===== config.mk =====
export PLATFORM = sky130hd
export DESIGN_NAME = gmps_queue
export DESIGN_NICKNAME = d
export VERILOG_FILES = /design/src/hdl/gmps_pkg.sv /design/src/hdl/gmps_queue.sv
export SDC_FILE = /design/constraint.sdc
export NUM_CORES = 1
export LEC_CHECK = 0
export ABC_CLOCK_PERIOD_IN_PS = 2300
export BUFFER_PORTS_ARGS = -buffer_cell sky130_fd_sc_hd__buf_2
export CAP_MARGIN = 20
export CORE_ASPECT_RATIO = 1.1
export CORE_MARGIN = 1.5
export CORE_UTILIZATION = 50
export CTS_CLUSTER_DIAMETER = 80
export DETAILED_ROUTE_END_ITERATION = 10
export GPL_ROUTABILITY_DRIVEN = 0
export PLACE_DENSITY = 0.82
export SYNTH_ARGS = -nofsm -noshare
export SYNTH_HDL_FRONTEND = slang
export SYNTH_SLANG_ARGS = --single-unit
export TNS_END_PERCENT = 100

===== constraint.sdc =====
create_clock -name clk -period 2.3 [get_ports clk]
set_input_delay 0.115 -clock clk [delete_from_list [all_inputs] [get_ports clk]]
set_output_delay 0.115 -clock clk [all_outputs]
set_load 0.05 [all_outputs]

===== src/hdl/gmps_pkg.sv =====
// ----------------------------------------------------------------------------
// gmps_pkg
// Shared types and constants for the grid minimum path sum block.
// ----------------------------------------------------------------------------
package gmps_pkg;

  // Largest grid the row buffer and position counters are sized for.
  localparam int MAX_ROWS    = 256;
  localparam int MAX_COLUMNS = 256;

  // Field widths fixed by the interface.
  localparam int CELL_W     = 8;
  localparam int COST_W     = 17;
  localparam int DIM_W      = 9;
  localparam int START_W    = 8;
  localparam int CFG_IDX_W  = 2;
  localparam int CFG_DATA_W = 9;

  // Position counter widths and widths of the clamped dimensions.
  localparam int ROW_W   = (MAX_ROWS > 1) ? $clog2(MAX_ROWS) : 1;
  localparam int COL_W   = (MAX_COLUMNS > 1) ? $clog2(MAX_COLUMNS) : 1;
  localparam int ROWS_W  = $clog2(MAX_ROWS + 1);
  localparam int COLS_W  = $clog2(MAX_COLUMNS + 1);

  // Depth of the queue between front and back; a power of two.
  localparam int QUEUE_DEPTH = 2;
  localparam int QPTR_W      = (QUEUE_DEPTH > 1) ? $clog2(QUEUE_DEPTH) : 1;
  localparam int QCNT_W      = $clog2(QUEUE_DEPTH + 1);

  // Configuration register indexes.
  typedef enum logic [CFG_IDX_W-1:0] {
    CFG_ROW_COUNT    = 2'd0,
    CFG_COLUMN_COUNT = 2'd1,
    CFG_START_ROW    = 2'd2,
    CFG_START_COLUMN = 2'd3
  } cfg_reg_t;

  // One classified cell, as handed from the front to the back.
  typedef struct packed {
    logic [CELL_W-1:0] cost;
    logic [COL_W-1:0]  col;
    logic              active;     // Cell lies inside the start-to-goal rectangle.
    logic              has_up;
    logic              has_left;
    logic              last;       // Bottom-right cell of the grid.
    logic              outside;    // Start cell lies outside the grid.
  } cell_op_t;

  // Status of the queue as seen by its two sides.
  typedef struct packed {
    logic full;
    logic empty;
  } queue_stat_t;

endpackage


===== src/hdl/gmps_queue.sv =====
// ----------------------------------------------------------------------------
// gmps_queue
// Short register queue of classified cells between the front and the back.
// ----------------------------------------------------------------------------
module gmps_queue
  import gmps_pkg::*;
(
  input  logic        clk,
  input  logic        rst_n,
  input  logic        push,
  input  cell_op_t    push_op,
  input  logic        pop,
  output cell_op_t    head_op,
  output queue_stat_t stat
);

  cell_op_t          slot_r [QUEUE_DEPTH];
  logic [QPTR_W-1:0] wr_ptr_r, wr_ptr_nxt;
  logic [QPTR_W-1:0] rd_ptr_r, rd_ptr_nxt;
  logic [QCNT_W-1:0] count_r, count_nxt;
  logic              do_push;
  logic              do_pop;

  assign stat.full  = (int'(count_r) == QUEUE_DEPTH);
  assign stat.empty = (count_r == '0);
  assign do_push    = push && !stat.full;
  assign do_pop     = pop && !stat.empty;
  assign head_op    = slot_r[rd_ptr_r];

  // Pointers wrap naturally since the depth is a power of two.
  always_comb begin
    wr_ptr_nxt = do_push ? QPTR_W'(wr_ptr_r + 1'b1) : wr_ptr_r;
    rd_ptr_nxt = do_pop ? QPTR_W'(rd_ptr_r + 1'b1) : rd_ptr_r;
    count_nxt  = count_r;
    if (do_push && !do_pop) begin
      count_nxt = QCNT_W'(count_r + 1'b1);
    end else if (do_pop && !do_push) begin
      count_nxt = QCNT_W'(count_r - 1'b1);
    end
  end

  always_ff @(posedge clk) begin
    if (do_push) begin
      slot_r[wr_ptr_r] <= push_op;
    end
  end

  always_ff @(posedge clk) begin
    if (!rst_n) begin
      wr_ptr_r <= '0;
      rd_ptr_r <= '0;
      count_r  <= '0;
    end else begin
      wr_ptr_r <= wr_ptr_nxt;
      rd_ptr_r <= rd_ptr_nxt;
      count_r  <= count_nxt;
    end
  end

endmodule


# --- Word level (Yosys, flattened, before mapping) ---
# Memory sizes are Yosys's and may differ from the RTL's. A register that Yosys moved wholly into a read port is not among the register bits.
# Index checks and enable logic that the tools add are counted.
totals:
  wordCells: 25
  mem_count: 1
  output_inout_bits: 23
  ram_bits: 42
  in_bits: 25
  ff_bits: 4
op_classes:
  eq_ne: 1
  n_reduce_logical: 10
  muxes: 6
  addsub: 4
memory_table:
  columns: ["name", "depth", "width", "read_ports", "rd_clocked_by_memory_dff", "write_ports", "line_no", "source"]
  rows:
  - ["slot_r", 2, 21, 1, 1, 1, "gmps_queue.sv:17", "cell_op_t slot_r [QUEUE_DEPTH];"]
ops:
  columns: ["cell", "n"]
  rows:
  - ["$logic_and A1 B1 Y1", 4]
  - ["$logic_not A1 Y1", 4]
  - ["$mux W1", 4]
  - ["$mux W2", 2]
  - ["$add A1 B1 Y1 const B", 2]
  - ["$add A2 B1 Y2 const B", 1]
  - ["$eq A2 B2 Y1 const B", 1]
  - ["$logic_not A2 Y1", 1]
  - ["$reduce_bool A2 Y1", 1]
  - ["$sub A2 B1 Y2 const B", 1]

# --- Logic depth before layout (Yosys ltp) ---
# Gate-level depths: netlist of the first run.
depth:
  word_depth: 7
  mapped_depth: 7
  ltp_nobuf: 7

# --- Worst setup path after synthesis of the first run ---
# OpenSTA, ideal clock, no wires.
synth_path:
  path_type: "register -> register"
  from: "register count_r[0]"
  to: "memory slot_r[0][0] (netlist bit), enable pin"
  path_stages_with_launch: 4
  n_path_buf: 0
  period_less_slack_ns: 1.977
  t_arrival_ns: 1.580
  slack_ns: 0.323
  required_time_ns: 1.903
  setup_time_ns: 0.397
  path_cell_list: "dfxtp_1 > nand2b_1 > inv_2 > nor3_2"
synth_lines:
  columns: ["item", "line_no", "source"]
  rows:
  - ["start, declared", "gmps_queue.sv:20", "logic [QCNT_W-1:0] count_r, count_nxt;"]
  - ["start signal, assigned", "gmps_queue.sv:56", "count_r <= count_nxt;"]
  - ["end, declared", "gmps_queue.sv:17", null]

# --- Worst setup path in the final report of the first run ---
layout_path:
  from: "register count_r[0]"
  to: "register count_r[1]"
layout_via:
  elab_chain_cells: 6
  elab_cells_between_ends: 15
  classes_between: "add/sub (2); eq/ne (1); mux (2); reduce/logical (10)"
layout_rtl:
  columns: ["item", "line_no", "source"]
  rows:
  - ["$eq A2 B2 Y1 *", "gmps_queue.sv:24", "assign stat.full = (int'(count_r) == QUEUE_DEPTH);"]
  - ["$logic_not A1 Y1 *", "gmps_queue.sv:26", "assign do_push = push && !stat.full;"]
  - ["$logic_and A1 B1 Y1 *", "gmps_queue.sv:26", null]
  - ["net do_push", "gmps_queue.sv:21", "logic do_push;"]
  - ["$logic_not A1 Y1", "gmps_queue.sv:37", "end else if (do_pop && !do_push) begin"]
  - ["$logic_and A1 B1 Y1", "gmps_queue.sv:37", null]
  - ["$reduce_bool A2 Y1 (no source line)", null, null]
# The timed path passes the listed nets; every way through them passes the cells marked *. The select of a mux whose other input is x is not followed.
# A chain may end at the register's enable or synchronous reset.

==> results.yml, run 1 <==
run:
  drv_cap: 0
timing:
  fin_skew_ps: 16.2
  layout_min_cycle_time_ps: 1610
  slew_violations: 0
  setup_viol: 0
  holdWs_ps: 128
  relSlewSlack_pct: 83.3
  worst_pin_slew_ps: 249
  rsz0062_at_grt: "no"
  hold_viol: 0
  fin_tns_setup_ps: 0
  max_clock_freq_mhz: 620
  period_share_pct: 70.2
die:
  die_w_um: 59.3
  dieArea_um2: 3850
  io_pins: 48
  start_util_pct: 52.3
  die_h_um: 64.9
  core_area_um2: 3330
  rows: 22
critical_path:
  worstPathRequired_ps: 2580
  path_max_fanout: 5
  worstPathArrival_ps: 1900
  end_kind: "flop"
  critical_path_class: "flop to flop"
  startpoint_type: "flop"
  reg2reg_setup_slack_ps: 690
power_and_ir_drop:
  combinationalPowerShare_pct: 41.3
  p_clk_share_pct: 17.1
  p_sw_share_pct: 38.4
  powerDensity_nw_per_um2: 1140
  seqPwrFrac_pct: 41.6
  p_switching_mw: 1.04
  leakage_nw: 0.921
  p_int_mw: 1.67
  vdd_ir_drop_max_mv: 0.702
cells_and_area:
  num_antenna_cells: 0
  area_growth_pct: 36.3
  fillers: 225
  drive_above_1_share_pct: 48.0
  nets: 196
grt:
  globalRouteOverflowTotal: 0
  grt_pass1_wl_um: 4750
  grt_pass1_vias: 1090
  grtUsageTotal_pct: 17.3
  antenna_found_initial: 0
  grt_start_max_net_pins: 15
cts:
  postCtsHoldBufs: 21
  cts_made_buffers: 5
  clockBufferDepth: 2
  cts_sinks: 47
  clock-root-buffer: "clkbuf_4"
  clkTransAtPathRegs_ps: 120
  insertion_delay_ps: 350
  post-cts-setup-buffers: 0
  cts_max_level: 2
  cts_tree: "built"
  cts_resized: 0
drt:
  route.met3.wl_um: 136
  dr.max_layer_used: "met4"
  met1_length_um: 1150
  first_pass_iters: 4
  routed_wirelength_um: 2890
  drt_iter0_markers: 31
  drc: 0
  wl_met2_um: 1550
  vias_per_cell: 4.67
  antenna_left: 0
  wire_per_inst_um: 13.2
  vias: 1023
logic_synthesis:
  ys_ff_latch: 47
  synth_cell_types: 20
  syn_area_um2: 1740
  synth.largest_area_cell: "edfxtp_1"
  synth_nets: 116
  syn_area_per_cell_um2: 19.4
  synth.area.top_cells: "edfxtp_1 (72%), mux2_2 (14%), dfxtp_1 (5.7%), and2_1 (1.1%), xnor2_1 (1.0%)"
  syn_inst: 90
  yosys_warnings: 0
  yosys.area.top_type_share_pct: 72.4
  seq_area_frac_synth_pct: 78.2
placement:
  dp_hpwl_um: 1970
  numPortBuffers: 47
status:
  status: "completed"
worst_hold_path:
  hold_class: "input port to flop"
state kept, by name, summed over array words and instances (netlist names), named ones only:
| register | count |
|---|---|
| slot_r | 42 |
| rd_ptr_r | 1 |
| count_r | 2 |
| wr_ptr_r | 1 |
metal layers:
metal	vias up	global-route usage, %
li1	504	-
met1	481	21.2
met2	32	28.2
met3	6	5.39
met4	0	6.82
met5	-	0
power by group through the flow:
stage          logic, mW  registers (mW)  clock network, mW
3_3_place_gp        1.08            1.13                  0
4_1_cts             1.13            1.13              0.483
3_5_place_dp        1.10            1.15                  0
5_1_grt             1.19            1.14              0.516
6_report            1.12            1.13              0.462
2_1_floorplan      0.852            1.13                  0
worst max-delay path, stage by stage, from the launching register on:
cell and delay (ps):
dfxtp_1 380, nand2b_1 200, inv_2 110, nor2_1 50
ha_1 330, or3_1 350, a21boi_1 130
final cells by class:
class | count | area [um2] | share of cell area, %
clock buffers | 7 | 45.0 | 1.90
flip-flops and latches | 47 | 1360 | 57.4
clock inverters | 1 | 30.0 | 1.27
multi-input cells | 39 | 369 | 15.6
inverters | 2 | 7.51 | 0.316
repair buffers | 75 | 500 | 21.1
well taps | 48 | 60.1 | 2.53
per-stage QoR:
step	utilization, %	std cells	total power, mW	setup slack (ps)	instance area (um2)
5_1_grt	71.3	219	2.84	507	2370
3_5_place_dp	62.4	189	2.24	701	2080
4_1_cts	71.0	218	2.74	675	2360
3_3_place_gp	62.4	189	2.21	801	2080
6_report	71.3	219	2.70	686	2370
2_1_floorplan	-	90	1.98	323	1740
final timing paths:
kind	from	end	depth (start not counted)
worst max-delay path	count_r[0]$_SDFFE_PN0P_	count_r[1]$_SDFFE_PN0P_	6
worst min-delay path	push	wr_ptr_r$_SDFFE_PN0P_	3
worst max register to register	count_r[0]$_SDFFE_PN0P_	count_r[1]$_SDFFE_PN0P_	6
worst min register to register	count_r[1]$_SDFFE_PN0P_	count_r[1]$_SDFFE_PN0P_	2
cells in the final DEF (no fill, tap or decap), types with 2 or more instances in the layout:
| master | instances |
|---|---|
| buf_2 | 47 |
| edfxtp_1 | 42 |
| dlygate4sd3_1 | 22 |
| mux2_2 | 21 |
| buf_4 | 6 |
| dfxtp_1 | 5 |
| clkbuf_4 | 5 |
| and2_1 | 3 |
| nor2_1 | 2 |
| xnor2_1 | 2 |
| clkbuf_1 | 2 |
synthesized netlist by cell type:
cell type  number
edfxtp_1       42
mux2_2         21
dfxtp_1         5
and2_1          3
buf_2           2
nor2_1          2
xnor2_1         2
a21boi_0        1
a21boi_1        1
and3_1          1
ha_1            1
inv_1           1
inv_2           1
nand2b_1        1
nor3_2          1
o21a_1          1
o21ai_0         1
o21ai_1         1
or3_1           1
xor2_1          1
cells by family after synthesis:
kind of cell    after synthesis  share of synthesized area (%)
xor+xnor                      3                           1.51
fa+ha+maj                     1                          0.718
mux                          21                           13.6
compound gates                5                           1.87
simple gates                  9                           3.16
buf+inv                       4                           1.01
flops                        47                           78.2
No activity file was read; power rests on OpenSTA's default activity.
==> run 2, diff against run 1 <==
--- a/config.mk
+++ b/config.mk
@@ -5,16 +5,16 @@
 export SDC_FILE = /design/constraint.sdc
 export NUM_CORES = 1
 export LEC_CHECK = 0
-export ABC_CLOCK_PERIOD_IN_PS = 2300
+export ABC_CLOCK_PERIOD_IN_PS = 1320
 export BUFFER_PORTS_ARGS = -buffer_cell sky130_fd_sc_hd__buf_2
 export CAP_MARGIN = 20
 export CORE_ASPECT_RATIO = 1.1
 export CORE_MARGIN = 1.5
-export CORE_UTILIZATION = 50
+export CORE_UTILIZATION = 46
 export CTS_CLUSTER_DIAMETER = 80
 export DETAILED_ROUTE_END_ITERATION = 10
 export GPL_ROUTABILITY_DRIVEN = 0
-export PLACE_DENSITY = 0.82
+export PLACE_DENSITY = 0.79
 export SYNTH_ARGS = -nofsm -noshare
 export SYNTH_HDL_FRONTEND = slang
 export SYNTH_SLANG_ARGS = --single-unit
==> constraint.sdc (replaced) <==
create_clock -name clk -period 1.32 [get_ports clk]
set_input_delay 0.066 -clock clk [delete_from_list [all_inputs] [get_ports clk]]
set_output_delay 0.066 -clock clk [all_outputs]
set_load 0.05 [all_outputs]
==> run 2 against run 1 <==
Compared with the run above: the run now ends with setup timing left; sequential share of layout area shrank 9.6 points; utilization up 7.9 points; clock skew is 9.3 ps lower; sequential power up 80%; largest cell class unchanged; largest power group is now combinational logic; highest routed layer unchanged.
==> results.yml, run 2 (same netlist as run 1, synthesis figures left out) <==
placement:
  numPortBuffers: 47
  dp_hpwl_um: 2090
  dpl-instance-area_um2: 2120
  dp_cells: 194
cts:
  clock-root-buffer: "clkbuf_8"
  cts_tree: "built"
  clkTransAtPathRegs_ps: 80
  insertion_delay_ps: 290
  cts_sinks: 47
  cts_made_buffers: 5
  cts_max_level: 2
  clockBufferDepth: 2
grt:
  grtUsageTotal_pct: 18.5
  globalRouteOverflowTotal: 0
  grt_start_max_net_pins: 22
  grt_pass1_vias: 1150
  antenna_found_initial: 0
  grt_pass1_wl_um: 5180
cells_and_area:
  final_common_cell: "edfxtp_1"
  stdcell_area_um2: 2870
  drive_above_1_share_pct: 56.9
  largestRegisters: "slot_r: 42 flops, count_r: 2 flops"
  fin_cells: 231
  area_growth_pct: 64.7
  layout_common_cells: "edfxtp_1 (42), buf_2 (26), buf_8 (23), mux2_4 (21), dlygate4sd3_1 (21)"
  fillers: 205
  post-route-util_pct: 79.1
  num_antenna_cells: 0
  nets: 206
  largest_reg_flops: 42
  top_register: "slot_r"
critical_path:
  slowest_delay_ps: 350
  path_max_fanout: 6
  startpoint_type: "flop"
  critical_path_class: "flop to flop"
  reg2reg_setup_slack_ps: -110
  r2r-start: "count_r[0]$_SDFFE_PN0P_"
  worstPathArrival_ps: 1430
  reg2reg_to: "slot_r[0][12]$_DFFE_PP_"
  path_cells: "nand2b_4 > clkinv_4 > buf_6 > nor3_4 > buf_6"
  rr_worst_depth: 5
  worstPathRequired_ps: 1330
  critPathSlowestCell: "dfxtp_2"
  end_kind: "flop"
  crit_path_frequent_cell: "buf_6"
timing:
  hold_viol: 0
  period_share_pct: 108
  fin_skew_ps: 6.89
  holdWs_ps: 43.0
  relSlewSlack_pct: 78.4
  max_clock_freq_mhz: 701
  layout_min_cycle_time_ps: 1430
  fin_tns_setup_ps: -3450
  worst_pin_slew_ps: 322
  rsz0062_at_grt: "yes"
  setup_viol: 44
  slew_violations: 0
  timing.final.ws_setup_ps: -107
die:
  rows: 23
  dieArea_um2: 4160
  core_area_um2: 3630
  die_w_um: 61.7
  start_util_pct: 48.0
  io_pins: 48
  die_h_um: 67.5
status:
  status: "complete, but fails checks"
  violations: "setup timing"
worst_hold_path:
  whs_path_depth: 2
  hold_class: "input port to flop"
  hold_start: "rst_n"
drt:
  first_pass_iters: 4
  wire_per_inst_um: 17.2
  routed_wirelength_um: 3960
  antenna_left: 0
  vias: 1102
  drc: 0
  vias_per_cell: 4.77
  drt_iter0_markers: 36
power_and_ir_drop:
  powerDensity_nw_per_um2: 2080
  vdd_ir_drop_max_mv: 1.35
  leakage_nw: 1.14
run:
  drv_cap: 0
run 2: changes by cell type in the layout (fill, tap and decap cells not counted), sizes merged:
cell | previous run | this run
clkinv | 0 | 2
inv | 2 | 1
dlygate4sd3 | 22 | 21
buf | 53 | 63
clkbuf | 7 | 8
bufinv | 1 | 0
run 2: routing by layer:
layer	global-route usage (%)	share of wire [%]	up-vias
met4	7.18	1.4	0
met5	0	0	-
met1	18.2	34	542
li1	-	-	524
met3	5.94	3.8	5
met2	34.6	61	31
run 2: how the worst max path moves through the flow:
stage / start / endpoint / slack, ps / cells past startpoint
floorplan: count_r[0]$_SDFFE_PN0P_ / slot_r[0][0]$_DFFE_PP_ / -250 / 3
global placement: count_r[1]$_SDFFE_PN0P_ / count_r[1]$_SDFFE_PN0P_ / -100 / 6
global route: count_r[0]$_SDFFE_PN0P_ / slot_r[0][0]$_DFFE_PP_ / -150 / 5
CTS: count_r[0]$_SDFFE_PN0P_ / count_r[1]$_SDFFE_PN0P_ / -100 / 5
detailed placement: count_r[1]$_SDFFE_PN0P_ / count_r[1]$_SDFFE_PN0P_ / -210 / 6
finish: count_r[0]$_SDFFE_PN0P_ / slot_r[0][12]$_DFFE_PP_ / -110 / 5
run 2: power by group:
| group | leakage [nW] | internal (mW) | switching [mW] | total [mW] |
|---|---|---|---|---|
| Clock | 0.0422 | 0.372 | 0.431 | 0.802 |
| Combinational | 0.667 | 1.51 | 1.62 | 3.14 |
| Sequential | 0.435 | 1.90 | 0.134 | 2.03 |
run 2: what timing repair did:
item	4_1_cts	5_1_grt
pin swaps	2	2
buffers inserted	3	1
gates cloned	2	2
setup endpoints to repair	66	46
hold endpoints to repair	42	0
resized for setup	84	28
hold buffers	21	0
run 2: critical path, delay by kind of cell (launching register included):
family	cells	cell delay, ps
flip-flops	1	350
buffers and inverters	3	350
AND/OR/NAND/NOR	2	440
run 2: through the flow:
stage	power, mW	setup WS, ps
final	5.97	-107
after global routing	6.19	-155
after CTS	5.61	-97.4
after detailed placement	4.03	-209
after global placement	3.96	-95.5
after floorplan	3.51	-254
run 2: cell type report:
| cell class | instances | area (um2) | share of cell area (%) |
|---|---|---|---|
| sequential | 47 | 1370 | 47.8 |
| tap | 50 | 62.6 | 2.18 |
| clock buffer | 7 | 76.3 | 2.66 |
| inverter | 2 | 12.5 | 0.436 |
| timing repair buffer | 85 | 842 | 29.4 |
| clock inverter | 1 | 5.00 | 0.174 |
| multi-input combinational | 39 | 500 | 17.4 |
==> run 3, diff against run 2 <==
==> constraint.sdc (replaced) <==
create_clock -name clk -period 1.32 [get_ports clk]
set_input_delay 0.132 -clock clk [delete_from_list [all_inputs] [get_ports clk]]
set_output_delay 0.132 -clock clk [all_outputs]
set_load 0.05 [all_outputs]
==> run 3 against run 2 <==
Compared with the run above: the flow still finishes with violations (setup timing); global-route usage is 1.6 points higher; clock power up 51%; hold slack got worse by 23 ps; via count fell by 5.4%; die area did not move; cell count fell by 7.8%; wire length down 5.4%; clock-buffer cell count down 2; register-to-register slack barely moved.
==> results.yml, run 3 (same netlist as run 1, synthesis figures left out) <==
cells_and_area:
  largest_reg_flops: 42
  layout_common_cells: "edfxtp_1 (42), buf_2 (24), buf_8 (22), mux2_4 (21), buf_6 (13)"
  final-seq-area_um2: 1370
  drive_above_1_share_pct: 65.6
  top_register: "slot_r"
  final_common_cell: "edfxtp_1"
  largestRegisters: "slot_r: 42 flops, count_r: 2 flops"
  area_growth_pct: 56.5
  num_antenna_cells: 0
  stdcell_area_um2: 2730
  fillers: 218
  multiInputGateArea_um2: 487
  nets: 188
grt:
  grt_start_max_net_pins: 22
  grtUsageTotal_pct: 20.1
  globalRouteOverflowTotal: 0
  antenna_found_initial: 0
  grt_pass1_wl_um: 5510
  grt_pass1_vias: 1126
drt:
  drc: 0
  drt_iter0_markers: 14
  vias_per_cell: 4.90
  first_pass_iters: 4
  routed_wirelength_um: 3750
  wire_per_inst_um: 17.6
  antenna_left: 0
  vias: 1043
die:
  core_area_um2: 3630
  io_pins: 48
  dieArea_um2: 4160
  rows: 23
  die_w_um: 61.7
  start_util_pct: 48.0
  die_h_um: 67.5
timing:
  period_share_pct: 110
  timing.final.ws_setup_ps: -132
  setup_viol: 53
  worst_pin_slew_ps: 299
  relSlewSlack_pct: 80.0
  layout_min_cycle_time_ps: 1450
  hold_viol: 0
  max_clock_freq_mhz: 689
  rsz0062_at_grt: "yes"
  fin_skew_ps: 2.60
  slew_violations: 0
cts:
  clock-root-buffer: "clkbuf_8"
  cts_tree: "built"
  cts_sinks: 47
  clkTransAtPathRegs_ps: 80
  postCtsHoldBufs: 0
  cts_made_buffers: 5
  insertion_delay_ps: 290
  cts_max_level: 2
  clockBufferDepth: 2
critical_path:
  reg2reg_to: "count_r[1]$_SDFFE_PN0P_"
  slowest_delay_ps: 390
  path_cells: "buf_8 > mux2_4 > buf_8"
  crit_path_frequent_cell: "buf_8"
  end_kind: "primary output"
  rr_worst_depth: 7
  crit_end: "head_op[0]"
  worstPathRequired_ps: 1190
  worstPathArrival_ps: 1320
  startpoint_type: "flop"
  r2r-start: "count_r[0]$_SDFFE_PN0P_"
  critical_path_class: "flop to primary output"
  critPathSlowestCell: "dfxtp_4"
  reg2reg_setup_slack_ps: -120
  path_max_fanout: 8
power_and_ir_drop:
  vdd_ir_drop_max_mv: 1.70
  p_sw_share_pct: 34.7
  p_switching_mw: 2.20
  p_int_mw: 4.14
  seqPwrFrac_pct: 31.9
  powerDensity_nw_per_um2: 2320
  leakage_nw: 1.09
  combinationalPowerShare_pct: 48.9
  p_clk_share_pct: 19.2
placement:
  pre_cts_slack_ps: -198
  dp_hpwl_um: 2150
  numPortBuffers: 47
  dpl-instance-area_um2: 2130
status:
  violations: "setup timing"
  status: "complete, but fails checks"
run:
  drv_cap: 0
worst_hold_path:
  hold_class: "input port to flop"
-- run 3: how the worst min path moves through the flow --
stage                      startpoint                       to  slack, ps  depth (start not counted)
after floorplan            push_op[0]   slot_r[0][0]$_DFFE_PP_        230                          0
after global placement    push_op[14]  slot_r[0][14]$_DFFE_PP_        320                          1
after detailed placement   push_op[1]   slot_r[1][1]$_DFFE_PP_        320                          1
after CTS                 push_op[18]  slot_r[1][18]$_DFFE_PP_         10                          1
after global routing      push_op[10]  slot_r[0][10]$_DFFE_PP_          8                          1
final                     push_op[12]  slot_r[1][12]$_DFFE_PP_         20                          1
-- run 3: timing repair --
action / in CTS / in global routing
gates resized for setup: 100 / 14
setup endpoints to repair: 66 / 67
endpoints found under the hold margin: 0 / 0
buffers inserted: 4 / 2
cloned: 2 / 1
pin swaps: 5 / 0
-- run 3: cell type report --
| cell class | instances | area share (%) |
|---|---|---|
| inverter | 2 | 0.459 |
| multi-input combinational | 39 | 17.9 |
| tap | 50 | 2.30 |
| sequential | 47 | 50.3 |
| clock inverter | 3 | 2.48 |
| clock buffer | 5 | 2.53 |
| timing repair buffer | 67 | 24.1 |
-- run 3: power groups by stage --
| stage | clock, mW | combinational, mW | sequential, mW |
|---|---|---|---|
| 6_report | 1.21 | 3.10 | 2.02 |
| 3_3_place_gp | 0 | 1.99 | 1.98 |
| 3_5_place_dp | 0 | 2.05 | 2.00 |
| 5_1_grt | 1.29 | 3.23 | 2.04 |
| 4_1_cts | 1.23 | 2.93 | 2.00 |
| 2_1_floorplan | 0 | 1.53 | 1.98 |
-- run 3: routing by layer --
metal | GRT usage (%) | up-vias | part of all wire [%]
met1 | 20.4 | 509 | 36
met5 | 0 | - | 0
li1 | - | 491 | -
met4 | 9.31 | 0 | 1.8
met3 | 6.32 | 7 | 4.7
met2 | 36.4 | 36 | 58
-- run 3: metrics by stage --
stage | utilization (%) | setup TNS (ps) | cells | hold WS [ps] | power (mW)
after detailed placement | 58.8 | -2870 | 196 | 323 | 4.05
after global placement | 58.8 | -894 | 196 | 322 | 3.97
after CTS | 73.3 | -3050 | 210 | 10.6 | 6.16
after global routing | 75.2 | -6920 | 213 | 7.85 | 6.56
after floorplan | - | -5700 | 90 | 231 | 3.51
final | 75.2 | -3730 | 213 | 19.9 | 6.33
-- run 3: critical path, delay by kind of cell, from the launching register on --
kind                   cells  cell delay (ps)
multiplexers               1              320
flip-flops                 1              390
buffers and inverters      2              310
